`src/rtl/core/touch_button_qualifier_top_macros.svh`:
```
// ----------------------------------------------------------------------------
// touch button qualifier assertion macros
// concurrent assertion helpers, compiled out for synthesis
// ----------------------------------------------------------------------------
`ifndef TOUCH_BUTTON_QUALIFIER_TOP_MACROS_SVH
`define TOUCH_BUTTON_QUALIFIER_TOP_MACROS_SVH

`ifndef SYNTHESIS

// same-cycle implication
`define TBQ_ASSERT_IMPLIES(label, clk, rst, ante, cons) \
   label: assert property (@(posedge clk) disable iff (rst) (ante) |-> (cons)) \
      else $error("tbq assertion failed");

// next-cycle implication
`define TBQ_ASSERT_NEXT(label, clk, rst, ante, cons) \
   label: assert property (@(posedge clk) disable iff (rst) (ante) |=> (cons)) \
      else $error("tbq assertion failed");

`else

`define TBQ_ASSERT_IMPLIES(label, clk, rst, ante, cons)
`define TBQ_ASSERT_NEXT(label, clk, rst, ante, cons)

`endif

`endif

```
`src/rtl/core/tbq_pkg.sv`:
```
// ----------------------------------------------------------------------------
// tbq_pkg
// shared types and constants of the touch button qualifier
// ----------------------------------------------------------------------------
package tbq_pkg;

   localparam int PADS       = 10;
   localparam int PAD_W      = 4;
   localparam int PAD_CNT_W  = PAD_W + 1;
   localparam int PAD_IDX_W  = (PADS > 1) ? $clog2(PADS) : 1;
   localparam int LEVEL_W    = 16;
   localparam int THR_W      = 8;
   localparam int PCT_W      = 8;
   localparam int PCT_SCALE  = 100;
   localparam int DIVIDEND_W = 23;
   localparam int QIDX_W     = $clog2(PCT_W);
   localparam int STEP_W     = QIDX_W + 1;
   localparam int SHIFT_W    = LEVEL_W + PCT_W;

   typedef enum logic [1:0] {
      OP_SAMPLE    = 2'd0,
      OP_ACK       = 2'd1,
      OP_CALIBRATE = 2'd2,
      OP_CONFIGURE = 2'd3
   } op_type;

   typedef enum logic [1:0] {
      ANS_NONE   = 2'd0,
      ANS_TAKEN  = 2'd1,
      ANS_REPEAT = 2'd2
   } ack_answer_type;

   typedef enum logic [1:0] {
      ST_IDLE,
      ST_LOAD,
      ST_DIV,
      ST_UPDATE
   } state_type;

   typedef struct packed {
      op_type               operation;
      logic [PAD_W-1:0]     pad;
      logic [LEVEL_W-1:0]   level;
      logic                 enable;
      logic [THR_W-1:0]     threshold_pct;
      logic [LEVEL_W-1:0]   repeat_limit;
   } req_data_type;

   typedef struct packed {
      logic [PAD_W-1:0]     pad_out;
      logic [PCT_W-1:0]     percent;
      logic                 pressed;
      logic                 acknowledged;
      logic                 repeating;
      ack_answer_type       ack_answer;
   } rsp_data_type;

   typedef struct packed {
      logic                 enabled;
      logic [LEVEL_W-1:0]   reference;
      logic [THR_W-1:0]     threshold;
      logic [LEVEL_W-1:0]   repeat_limit;
      logic [LEVEL_W-1:0]   hold_count;
      logic [PCT_W-1:0]     percent;
      logic                 press;
      logic                 ack;
   } pad_entry_type;

   typedef struct packed {
      logic                 en;
      logic [PAD_IDX_W-1:0] idx;
      pad_entry_type        entry;
   } pad_write_type;

   typedef struct packed {
      logic                  start;
      logic [DIVIDEND_W-1:0] dividend;
      logic [LEVEL_W-1:0]    divisor;
   } div_cmd_type;

endpackage

```
`src/rtl/core/touch_button_qualifier_top.sv`:
```
// ----------------------------------------------------------------------------
// touch_button_qualifier_top
// capacitive touch pad qualifier: configure, calibrate, sample, acknowledge
// ----------------------------------------------------------------------------
// usage:
//   each req_ transaction carries one operation on one pad; every transaction
//   gives exactly one rsp_ transaction with the pad's flags after the update.
//   a transaction is taken when valid is high and stall is low.
//   a sample of an enabled pad with a nonzero reference goes through the
//   load, divide and update steps; the bit-serial divider does one trial
//   subtraction per cycle, a saturation check then 8 quotient bits, and
//   ends early when the percent saturates at 255. all other operations go
//   from the load step straight to the update step. req_stall stays high
//   from acceptance until the result is written to the output register, so
//   one transaction is in flight at a time; the next is taken the cycle after.
//   the output register holds the result while rsp_stall is high; the next
//   request is still accepted and waits in its update step until the
//   output register frees up.
//   reset clears all pad settings, references, counts and flags to zero and
//   drops rsp_valid.
// ----------------------------------------------------------------------------
`include "touch_button_qualifier_top_macros.svh"

module touch_button_qualifier_top (
   input  logic                  clock,
   input  logic                  reset,
   input  logic                  req_valid,
   output logic                  req_stall,
   input  tbq_pkg::req_data_type req_data,
   output logic                  rsp_valid,
   input  logic                  rsp_stall,
   output tbq_pkg::rsp_data_type rsp_data
);
   import tbq_pkg::*;

   state_type      state_ff, state_in;
   req_data_type   req_ff, req_in;
   logic [PCT_W-1:0] pct_ff, pct_in;
   logic           rsp_valid_ff, rsp_valid_in;
   rsp_data_type   rsp_data_ff, rsp_data_in;

   logic [PAD_IDX_W-1:0] pad_idx;
   pad_entry_type  cur;
   pad_entry_type  nxt;
   pad_write_type  pad_write;
   div_cmd_type    div_cmd;
   logic           div_done;
   logic [PCT_W-1:0] div_quotient;
   logic           in_range;
   logic           slot_free;
   ack_answer_type answer;

   assign pad_idx   = req_ff.pad[PAD_IDX_W-1:0];
   assign in_range  = {1'b0, req_ff.pad} < PAD_CNT_W'(PADS);
   assign slot_free = ~rsp_valid_ff | ~rsp_stall;

   tbq_pad_store u_store (
      .clock     (clock),
      .reset     (reset),
      .rd_idx    (pad_idx),
      .rd_entry  (cur),
      .pad_write (pad_write)
   );

   tbq_divider u_divider (
      .clock        (clock),
      .reset        (reset),
      .div_cmd      (div_cmd),
      .div_done     (div_done),
      .div_quotient (div_quotient)
   );

   // pad update for the registered transaction
   always_comb begin
      nxt    = cur;
      answer = ANS_NONE;
      unique case (req_ff.operation)
         OP_SAMPLE: begin
            if (cur.enabled) begin
               nxt.percent = pct_ff;
               if (pct_ff < cur.threshold) begin
                  nxt.press = ~cur.ack;
                  if (cur.hold_count != '1) begin
                     nxt.hold_count = cur.hold_count + LEVEL_W'(1);
                  end
               end else begin
                  if (cur.ack) begin
                     nxt.press = 1'b0;
                  end
                  nxt.hold_count = '0;
                  nxt.ack        = 1'b0;
               end
            end
         end
         OP_ACK: begin
            if (cur.press) begin
               nxt.ack = 1'b1;
               answer  = ANS_TAKEN;
            end else if (cur.ack && (cur.repeat_limit != '0)
                         && (cur.hold_count > cur.repeat_limit)) begin
               answer = ANS_REPEAT;
            end
         end
         OP_CALIBRATE: begin
            if (cur.enabled) begin
               nxt.reference = req_ff.level;
            end
         end
         OP_CONFIGURE: begin
            nxt.enabled      = req_ff.enable;
            nxt.threshold    = req_ff.enable ? req_ff.threshold_pct : '0;
            nxt.repeat_limit = req_ff.enable ? req_ff.repeat_limit : '0;
         end
      endcase
   end

   // sequencer
   always_comb begin
      state_in     = state_ff;
      req_in       = req_ff;
      pct_in       = pct_ff;
      rsp_valid_in = rsp_valid_ff & rsp_stall;
      rsp_data_in  = rsp_data_ff;
      req_stall    = 1'b1;

      div_cmd.start    = 1'b0;
      div_cmd.dividend = DIVIDEND_W'(req_ff.level) * DIVIDEND_W'(PCT_SCALE);
      div_cmd.divisor  = cur.reference;

      pad_write.en    = 1'b0;
      pad_write.idx   = pad_idx;
      pad_write.entry = nxt;

      unique case (state_ff)
         ST_IDLE: begin
            req_stall = 1'b0;
            if (req_valid) begin
               req_in   = req_data;
               state_in = ST_LOAD;
            end
         end
         ST_LOAD: begin
            pct_in = '0;
            if (in_range && (req_ff.operation == OP_SAMPLE) && cur.enabled
                && (cur.reference != '0)) begin
               div_cmd.start = 1'b1;
               state_in      = ST_DIV;
            end else begin
               state_in = ST_UPDATE;
            end
         end
         ST_DIV: begin
            if (div_done) begin
               pct_in   = div_quotient;
               state_in = ST_UPDATE;
            end
         end
         ST_UPDATE: begin
            if (slot_free) begin
               rsp_valid_in        = 1'b1;
               rsp_data_in         = '0;
               rsp_data_in.pad_out = req_ff.pad;
               if (in_range) begin
                  pad_write.en             = 1'b1;
                  rsp_data_in.percent      = nxt.percent;
                  rsp_data_in.pressed      = nxt.press;
                  rsp_data_in.acknowledged = nxt.ack;
                  rsp_data_in.repeating    = (nxt.repeat_limit != '0)
                                             && (nxt.hold_count > nxt.repeat_limit);
                  rsp_data_in.ack_answer   = answer;
               end
               state_in = ST_IDLE;
            end
         end
      endcase
   end

   always_ff @(posedge clock) begin
      if (reset) begin
         state_ff     <= ST_IDLE;
         rsp_valid_ff <= 1'b0;
      end else begin
         state_ff     <= state_in;
         rsp_valid_ff <= rsp_valid_in;
      end
   end

   always_ff @(posedge clock) begin
      req_ff      <= req_in;
      pct_ff      <= pct_in;
      rsp_data_ff <= rsp_data_in;
   end

   assign rsp_valid = rsp_valid_ff;
   assign rsp_data  = rsp_data_ff;

   `TBQ_ASSERT_NEXT(a_accept_loads, clock, reset, req_valid && !req_stall, state_ff == ST_LOAD)
   `TBQ_ASSERT_IMPLIES(a_done_in_div, clock, reset, div_done, state_ff == ST_DIV)
   `TBQ_ASSERT_IMPLIES(a_write_in_update, clock, reset, pad_write.en, state_ff == ST_UPDATE && in_range)
   `TBQ_ASSERT_NEXT(a_update_sets_valid, clock, reset, state_ff == ST_UPDATE && slot_free, rsp_valid_ff && state_ff == ST_IDLE)

endmodule

```
`src/rtl/core/tbq_divider.sv`:
```
// ----------------------------------------------------------------------------
// tbq_divider
// bit-serial restoring divider with saturation at the top quotient value
// ----------------------------------------------------------------------------
module tbq_divider (
   input  logic                        clock,
   input  logic                        reset,
   input  tbq_pkg::div_cmd_type        div_cmd,
   output logic                        div_done,
   output logic [tbq_pkg::PCT_W-1:0]   div_quotient
);
   import tbq_pkg::*;

   logic                  busy_ff, busy_in;
   logic                  done_ff, done_in;
   logic [STEP_W-1:0]     step_ff, step_in;
   logic [DIVIDEND_W-1:0] rem_ff, rem_in;
   logic [LEVEL_W-1:0]    divisor_ff, divisor_in;
   logic [PCT_W-1:0]      quot_ff, quot_in;
   logic [SHIFT_W-1:0]    shifted;
   logic [SHIFT_W:0]      trial;
   logic                  fits;

   // one trial subtraction per cycle, first step checks for saturation
   always_comb begin
      shifted = SHIFT_W'(divisor_ff) << step_ff;
      trial   = {1'b0, SHIFT_W'(rem_ff)} - {1'b0, shifted};
      fits    = ~trial[SHIFT_W];

      busy_in    = busy_ff;
      done_in    = 1'b0;
      step_in    = step_ff;
      rem_in     = rem_ff;
      divisor_in = divisor_ff;
      quot_in    = quot_ff;

      if (div_cmd.start) begin
         busy_in    = 1'b1;
         step_in    = STEP_W'(PCT_W);
         rem_in     = div_cmd.dividend;
         divisor_in = div_cmd.divisor;
         quot_in    = '0;
      end else if (busy_ff) begin
         if (step_ff == STEP_W'(PCT_W)) begin
            if (fits) begin
               quot_in = '1;
               busy_in = 1'b0;
               done_in = 1'b1;
            end else begin
               step_in = step_ff - STEP_W'(1);
            end
         end else begin
            if (fits) begin
               rem_in  = trial[DIVIDEND_W-1:0];
               quot_in = quot_ff | (PCT_W'(1) << step_ff[QIDX_W-1:0]);
            end
            if (step_ff == '0) begin
               busy_in = 1'b0;
               done_in = 1'b1;
            end else begin
               step_in = step_ff - STEP_W'(1);
            end
         end
      end
   end

   always_ff @(posedge clock) begin
      if (reset) begin
         busy_ff <= 1'b0;
         done_ff <= 1'b0;
         step_ff <= '0;
      end else begin
         busy_ff <= busy_in;
         done_ff <= done_in;
         step_ff <= step_in;
      end
   end

   always_ff @(posedge clock) begin
      rem_ff     <= rem_in;
      divisor_ff <= divisor_in;
      quot_ff    <= quot_in;
   end

   assign div_done     = done_ff;
   assign div_quotient = quot_ff;

endmodule

```
`src/rtl/core/tbq_pad_store.sv`:
```
// ----------------------------------------------------------------------------
// tbq_pad_store
// per-pad settings and qualifier state, one read and one write port
// ----------------------------------------------------------------------------
module tbq_pad_store (
   input  logic                            clock,
   input  logic                            reset,
   input  logic [tbq_pkg::PAD_IDX_W-1:0]   rd_idx,
   output tbq_pkg::pad_entry_type          rd_entry,
   input  tbq_pkg::pad_write_type          pad_write
);
   import tbq_pkg::*;

   pad_entry_type entries_ff [PADS];
   pad_entry_type entries_in [PADS];

   always_comb begin
      for (int i = 0; i < PADS; i++) begin
         entries_in[i] = entries_ff[i];
      end
      if (pad_write.en) begin
         entries_in[pad_write.idx] = pad_write.entry;
      end
   end

   always_ff @(posedge clock) begin
      if (reset) begin
         for (int i = 0; i < PADS; i++) begin
            entries_ff[i] <= '0;
         end
      end else begin
         for (int i = 0; i < PADS; i++) begin
            entries_ff[i] <= entries_in[i];
         end
      end
   end

   assign rd_entry = entries_ff[rd_idx];

endmodule
```
`config.mk`:
```
export PLATFORM = sky130hd
export DESIGN_NAME = touch_button_qualifier_top
export DESIGN_NICKNAME = d
export VERILOG_FILES = /design/src/rtl/core/tbq_pkg.sv /design/src/rtl/core/touch_button_qualifier_top.sv /design/src/rtl/core/tbq_divider.sv /design/src/rtl/core/tbq_pad_store.sv
export VERILOG_INCLUDE_DIRS = /design/src /design/src/rtl/core
export SDC_FILE = /design/constraint.sdc
export NUM_CORES = 2
export LEC_CHECK = 0
export ABC_AREA = 1
export BUFFER_PORTS_ARGS = -buffer_cell sky130_fd_sc_hd__buf_2
export CAP_MARGIN = 15
export CORE_ASPECT_RATIO = 1.1
export CORE_MARGIN = 5
export CORE_UTILIZATION = 35
export DETAILED_ROUTE_END_ITERATION = 12
export GPL_TIMING_DRIVEN = 0
export MAX_ROUTING_LAYER = met4
export PLACE_DENSITY_LB_ADDON = 0.3
export SETUP_SLACK_MARGIN = 0.05
export SYNTH_ARGS = -nofsm -noshare
export SYNTH_HDL_FRONTEND = slang
export SYNTH_SLANG_ARGS = --single-unit
```
`constraint.sdc`:
```
create_clock -name clock -period 8.62 [get_ports clock]
set_input_delay 0.431 -clock clock [delete_from_list [all_inputs] [get_ports clock]]
set_output_delay 0.431 -clock clock [all_outputs]
set_load 0.02 [all_outputs]
```
==> results by stage <==
Outcome:
- The run finished with clean final reports.

Drt:
- The wire length per cell after detailed routing is 23.8 um.
- The vias after detailed routing is a little over 40,000.
- The detailed-route vias per instance is 5.53.
- In the routed design, unresolved DRC markers number 0.
- Wires add up to around 170,000 um.
- For this run, the detailed router's first-pass iteration total came to 7.
- The starting DRC count in detailed routing is 5,156.
- The number of nets with antenna violations after detailed routing is 0.

Clock tree:
- TritonCTS built the clock tree.
- Counting every sink on the clock net gives 802.
- The clock buffer count from CTS is 91.
- The clock tree synthesis step divided the H-tree into 3 levels.
- The source-to-sink clock delay at the later pin of the worst-skew pair is 0.71 ns.
- In this run, post-CTS repair resized a total of 0 instances.
- In this run the clock root is driven by a sky130_fd_sc_hd__clkbuf_16.
- Clock-pin slew was measured on the worst setup and hold paths at 0.06 ns.
- The clock passes through at most 3 buffers.

Setup path:
- The worst path required time is 9.02 ns.
- Among all stages on the critical path, the largest delay is contributed by sky130_fd_sc_hd__buf_1.
- The cell type with the highest occurrence count on the critical path is sky130_fd_sc_hd__nand2_1.
- The number of cells on the worst reg-to-reg path is 28.
- The worst setup path is captured at a register.
- The data arrival time of the critical path is roughly 7.6 ns.
- The reg-to-reg setup timing slack is 1.46 ns.
- The maximum net fanout on the critical path is 10.
- The highest cell delay on the worst timing path is 0.92 ns.
- The class of the most critical setup path is register to register.
- STA classifies the critical path startpoint as a register.

Final layout:
- The area growth from synthesis to layout is 14.5%.
- The count of filler cells inserted in the layout is 12,000.
- Registers take 17,100 um^2.
- The share of post-route cells with drive strength above 1 is roughly 8%.
- The post-layout instance area is 46,400 um^2.
- The layout net count is 5,943.
- The multi-input combinational cells in the finished layout cover a total of 18,100 um^2.

Placed design:
- The placed instance area is 42,900 um^2.
- The placer's final routability congestion estimate is 1.04.
- Port buffering added 68 buffers.
- The sum of net half-perimeters after detailed placement is 128,000 um.

Pwr:
- For this design the static power due to leakage is 0.0213 uW.
- The overall power after layout is 14,300 uW.
- The total power density per cell area is 309 nW/um^2.
- The worst-case IR drop observed on VDD is a little over 0.0002 V.

Timing:
- The fraction of the cycle the final worst path needs is 83.0%.
- The final count of pins violating max slew is 0.
- Setup repair after global routing left no endpoint under its margin.
- Subtracting the final worst setup slack from the clock period gives 7.16 ns.
- Headroom to the max-slew limit came out at 9.46%.
- Setup violations remaining at the end of the flow were counted as 0.
- Static timing analysis puts the maximum clock frequency at around 0.14 GHz.
- The hold violation total from the final report is 0.
- At the pin with the least slew margin, the transition time is approximately 1.4 ns.
- In the final timing run, aggregate negative setup slack is 0 ns.
- The worst setup skew after layout is about 0.035 ns.

Hold path:
- The type of the tightest min-delay check is input pin to register.
- The number of instances on the worst hold path is 3.

Run:
- The max-cap violation count is 0.

Global route:
- The maximum number of pins on one net before global-route repair is 35.
- The global-route wire length before repair is 253,000 um.
- The initial antenna violation count is 4.
- Global routing finished with a remaining overflow of 0.
- For this run, the total global-route usage over all layers was measured as 28.2%.
- The via count of the first global-routing pass is 37,700.

Logic synthesis:
- The number of instances in the synthesized netlist is roughly 5,500.
- For this run, the number of Yosys warnings is 0.
- The number of nets handed over by synthesis was 5,727.
- The count of cell types in the netlist is 55.
- The count of state elements after synthesis is 802.
- The mean instance size in the synthesized netlist is 7.32 um^2.
- After synthesis the cells add up to 40,500 um^2.
- For this run, the register share of the synthesized area comes to between 40% and 50%.

Floorplan:
- The floorplan step defined a core boundary enclosing 116,000 um^2.
- The die is approximately 330 um wide.
- Once the floorplan was initialized, standard cells occupied 35.1% of the core.
- In this run the vertical extent of the chip is around 370 um.
- During I/O placement, the number of pins put on the boundary was 70.
- The floorplan row count is 131.
- The die covers 123,000 um^2.
## worst max-delay path, delay by kind of cell (launching register included)
kind / cells / cell delay, ns
flops: 1 / 0.35
fa+ha+maj: 2 / 0.48
buf+inv: 11 / 3.35
compound gates: 6 / 1.35
simple gates: 9 / 1.28
## final cells by class
cell class	instances	area share [%]
clock buffers	131	5.81
flip-flops and latches	802	36.9
clock inverters	39	0.687
multi-input cells	3413	38.9
repair buffers	123	1.99
inverters	924	7.48
diodes	4	0.0216
well taps	1529	4.12
plain buffers	399	4.02
## worst paths after layout
check,startpoint,endpoint
worst max-delay path,register,rsp_data[2]$_SDFFCE_PP0P_
worst min-delay path,rsp_stall,rsp_valid$_SDFF_PP0_
worst max register to register,register,rsp_data[2]$_SDFFCE_PP0P_
worst min register to register,u_divider.div_quotient[2]$_SDFFE_PP0P_,u_divider.div_quotient[2]$_SDFFE_PP0P_
## logic make-up after synthesis
family | synth area share [%]
and+or+nand+nor | 13.6
buffers and inverters | 13.2
AOI/OAI and AO/OA | 25.7
DFF | 42.3
muxes | 0.0494
xor gates and xnor gates | 0.735
adders and majority gates | 4.48
## repair_timing
action | 4_1_cts | 5_1_grt
hold buffers | 47 | 0
endpoints found under the hold margin | 51 | 0
buffers inserted | 0 | 0
setup endpoints to repair | 0 | 0
## per-layer routing
metal  GRT usage, %  up-vias  wire [um]
li1               -    18600          -
met2           43.6     2288      77500
met5              -        -          0
met1           33.3    19100      66200
met4           19.6        0      15400
met3           5.09      685      15900
## cell usage after synthesis, drive strengths merged
| library cell | instances | area, um^2 |
|---|---|---|
| a21oi | 737 | 3930 |
| or2 | 6 | 37.5 |
| a22oi | 6 | 45.0 |
| a211oi | 3 | 22.5 |
| o21bai | 23 | 173 |
| inv | 920 | 3460 |
| nand4 | 11 | 68.8 |
| mux2i | 2 | 20.0 |
| dfxtp | 693 | 13900 |
| nand3 | 257 | 1310 |
| nand2 | 602 | 2300 |
| xnor2 | 23 | 201 |
| o221a | 1 | 11.3 |
| o21a | 3 | 22.5 |
| xor2 | 11 | 96.3 |
| edfxtp | 109 | 3270 |
| o221ai | 11 | 96.3 |
| a221oi | 4 | 35.0 |
| nor3 | 21 | 116 |
| nor2 | 407 | 1550 |
| a22o | 8 | 70.1 |
| buf | 154 | 945 |
| o22ai | 22 | 138 |
| or4 | 1 | 7.51 |
| a21boi | 2 | 15.0 |
| clkbuf | 245 | 920 |
| nor4 | 9 | 56.3 |
| nand3b | 8 | 72.6 |
| clkinv | 4 | 15.0 |
| fa | 12 | 240 |
| a41oi | 1 | 8.76 |
| a21o | 1 | 7.51 |
| o211ai | 114 | 856 |
| a31oi | 10 | 100 |
| ha | 126 | 1580 |
| o31ai | 2 | 15.0 |
| o21ai | 968 | 4860 |
| nor3b | 1 | 7.51 |
## metrics by stage
step	hold WS (ns)	worst slack (ns)	std cells	utilization (%)
after floorplan	0.442	4.38	5538	-
after global placement	0.462	1.52	7135	37.0
after CTS	0.0397	1.64	7359	40.2
after global routing	0.136	1.33	7362	40.2
after detailed placement	0.461	1.71	7142	37.1
final	0.0697	1.46	7364	40.2
## layout by cell type, fill, tap and decap left out, types with 27 or more instances in the layout
cell type                       count
sky130_fd_sc_hd__buf_1             30
sky130_fd_sc_hd__clkbuf_1         265
sky130_fd_sc_hd__buf_2            146
sky130_fd_sc_hd__clkbuf_16         97
sky130_fd_sc_hd__ha_1             126
sky130_fd_sc_hd__inv_1            898
sky130_fd_sc_hd__a21oi_1          674
sky130_fd_sc_hd__o21ai_0          881
sky130_fd_sc_hd__a21oi_2           63
sky130_fd_sc_hd__nand2_1          589
sky130_fd_sc_hd__dfxtp_1          693
sky130_fd_sc_hd__edfxtp_1         109
sky130_fd_sc_hd__o21ai_1           83
sky130_fd_sc_hd__o211ai_1         114
sky130_fd_sc_hd__dlygate4sd3_1     47
sky130_fd_sc_hd__nand3_1          253
sky130_fd_sc_hd__nor2_1           399
sky130_fd_sc_hd__buf_4             27
## power by group
| group | switching, uW | total (uW) | internal [uW] |
|---|---|---|---|
| Sequential | 155 | 4150 | 4000 |
| Combinational | 4590 | 6190 | 1600 |
| Clock | 1710 | 4000 | 2290 |
## sequential cells by signal, indices dropped and copies added, names as in the netlist, named ones only
register                flops
u_store.entries_ff        670
req_ff                     43
u_divider.rem_ff           23
rsp_data                   17
u_divider.divisor_ff       16
pct_ff                      8
u_divider.div_quotient      8
pad_idx                     4
u_divider.step_ff           4
state_ff                    2
rsp_valid                   1
u_divider.busy_ff           1
u_divider.div_done          1
Note: power is estimated with default switching activity, not from simulation.
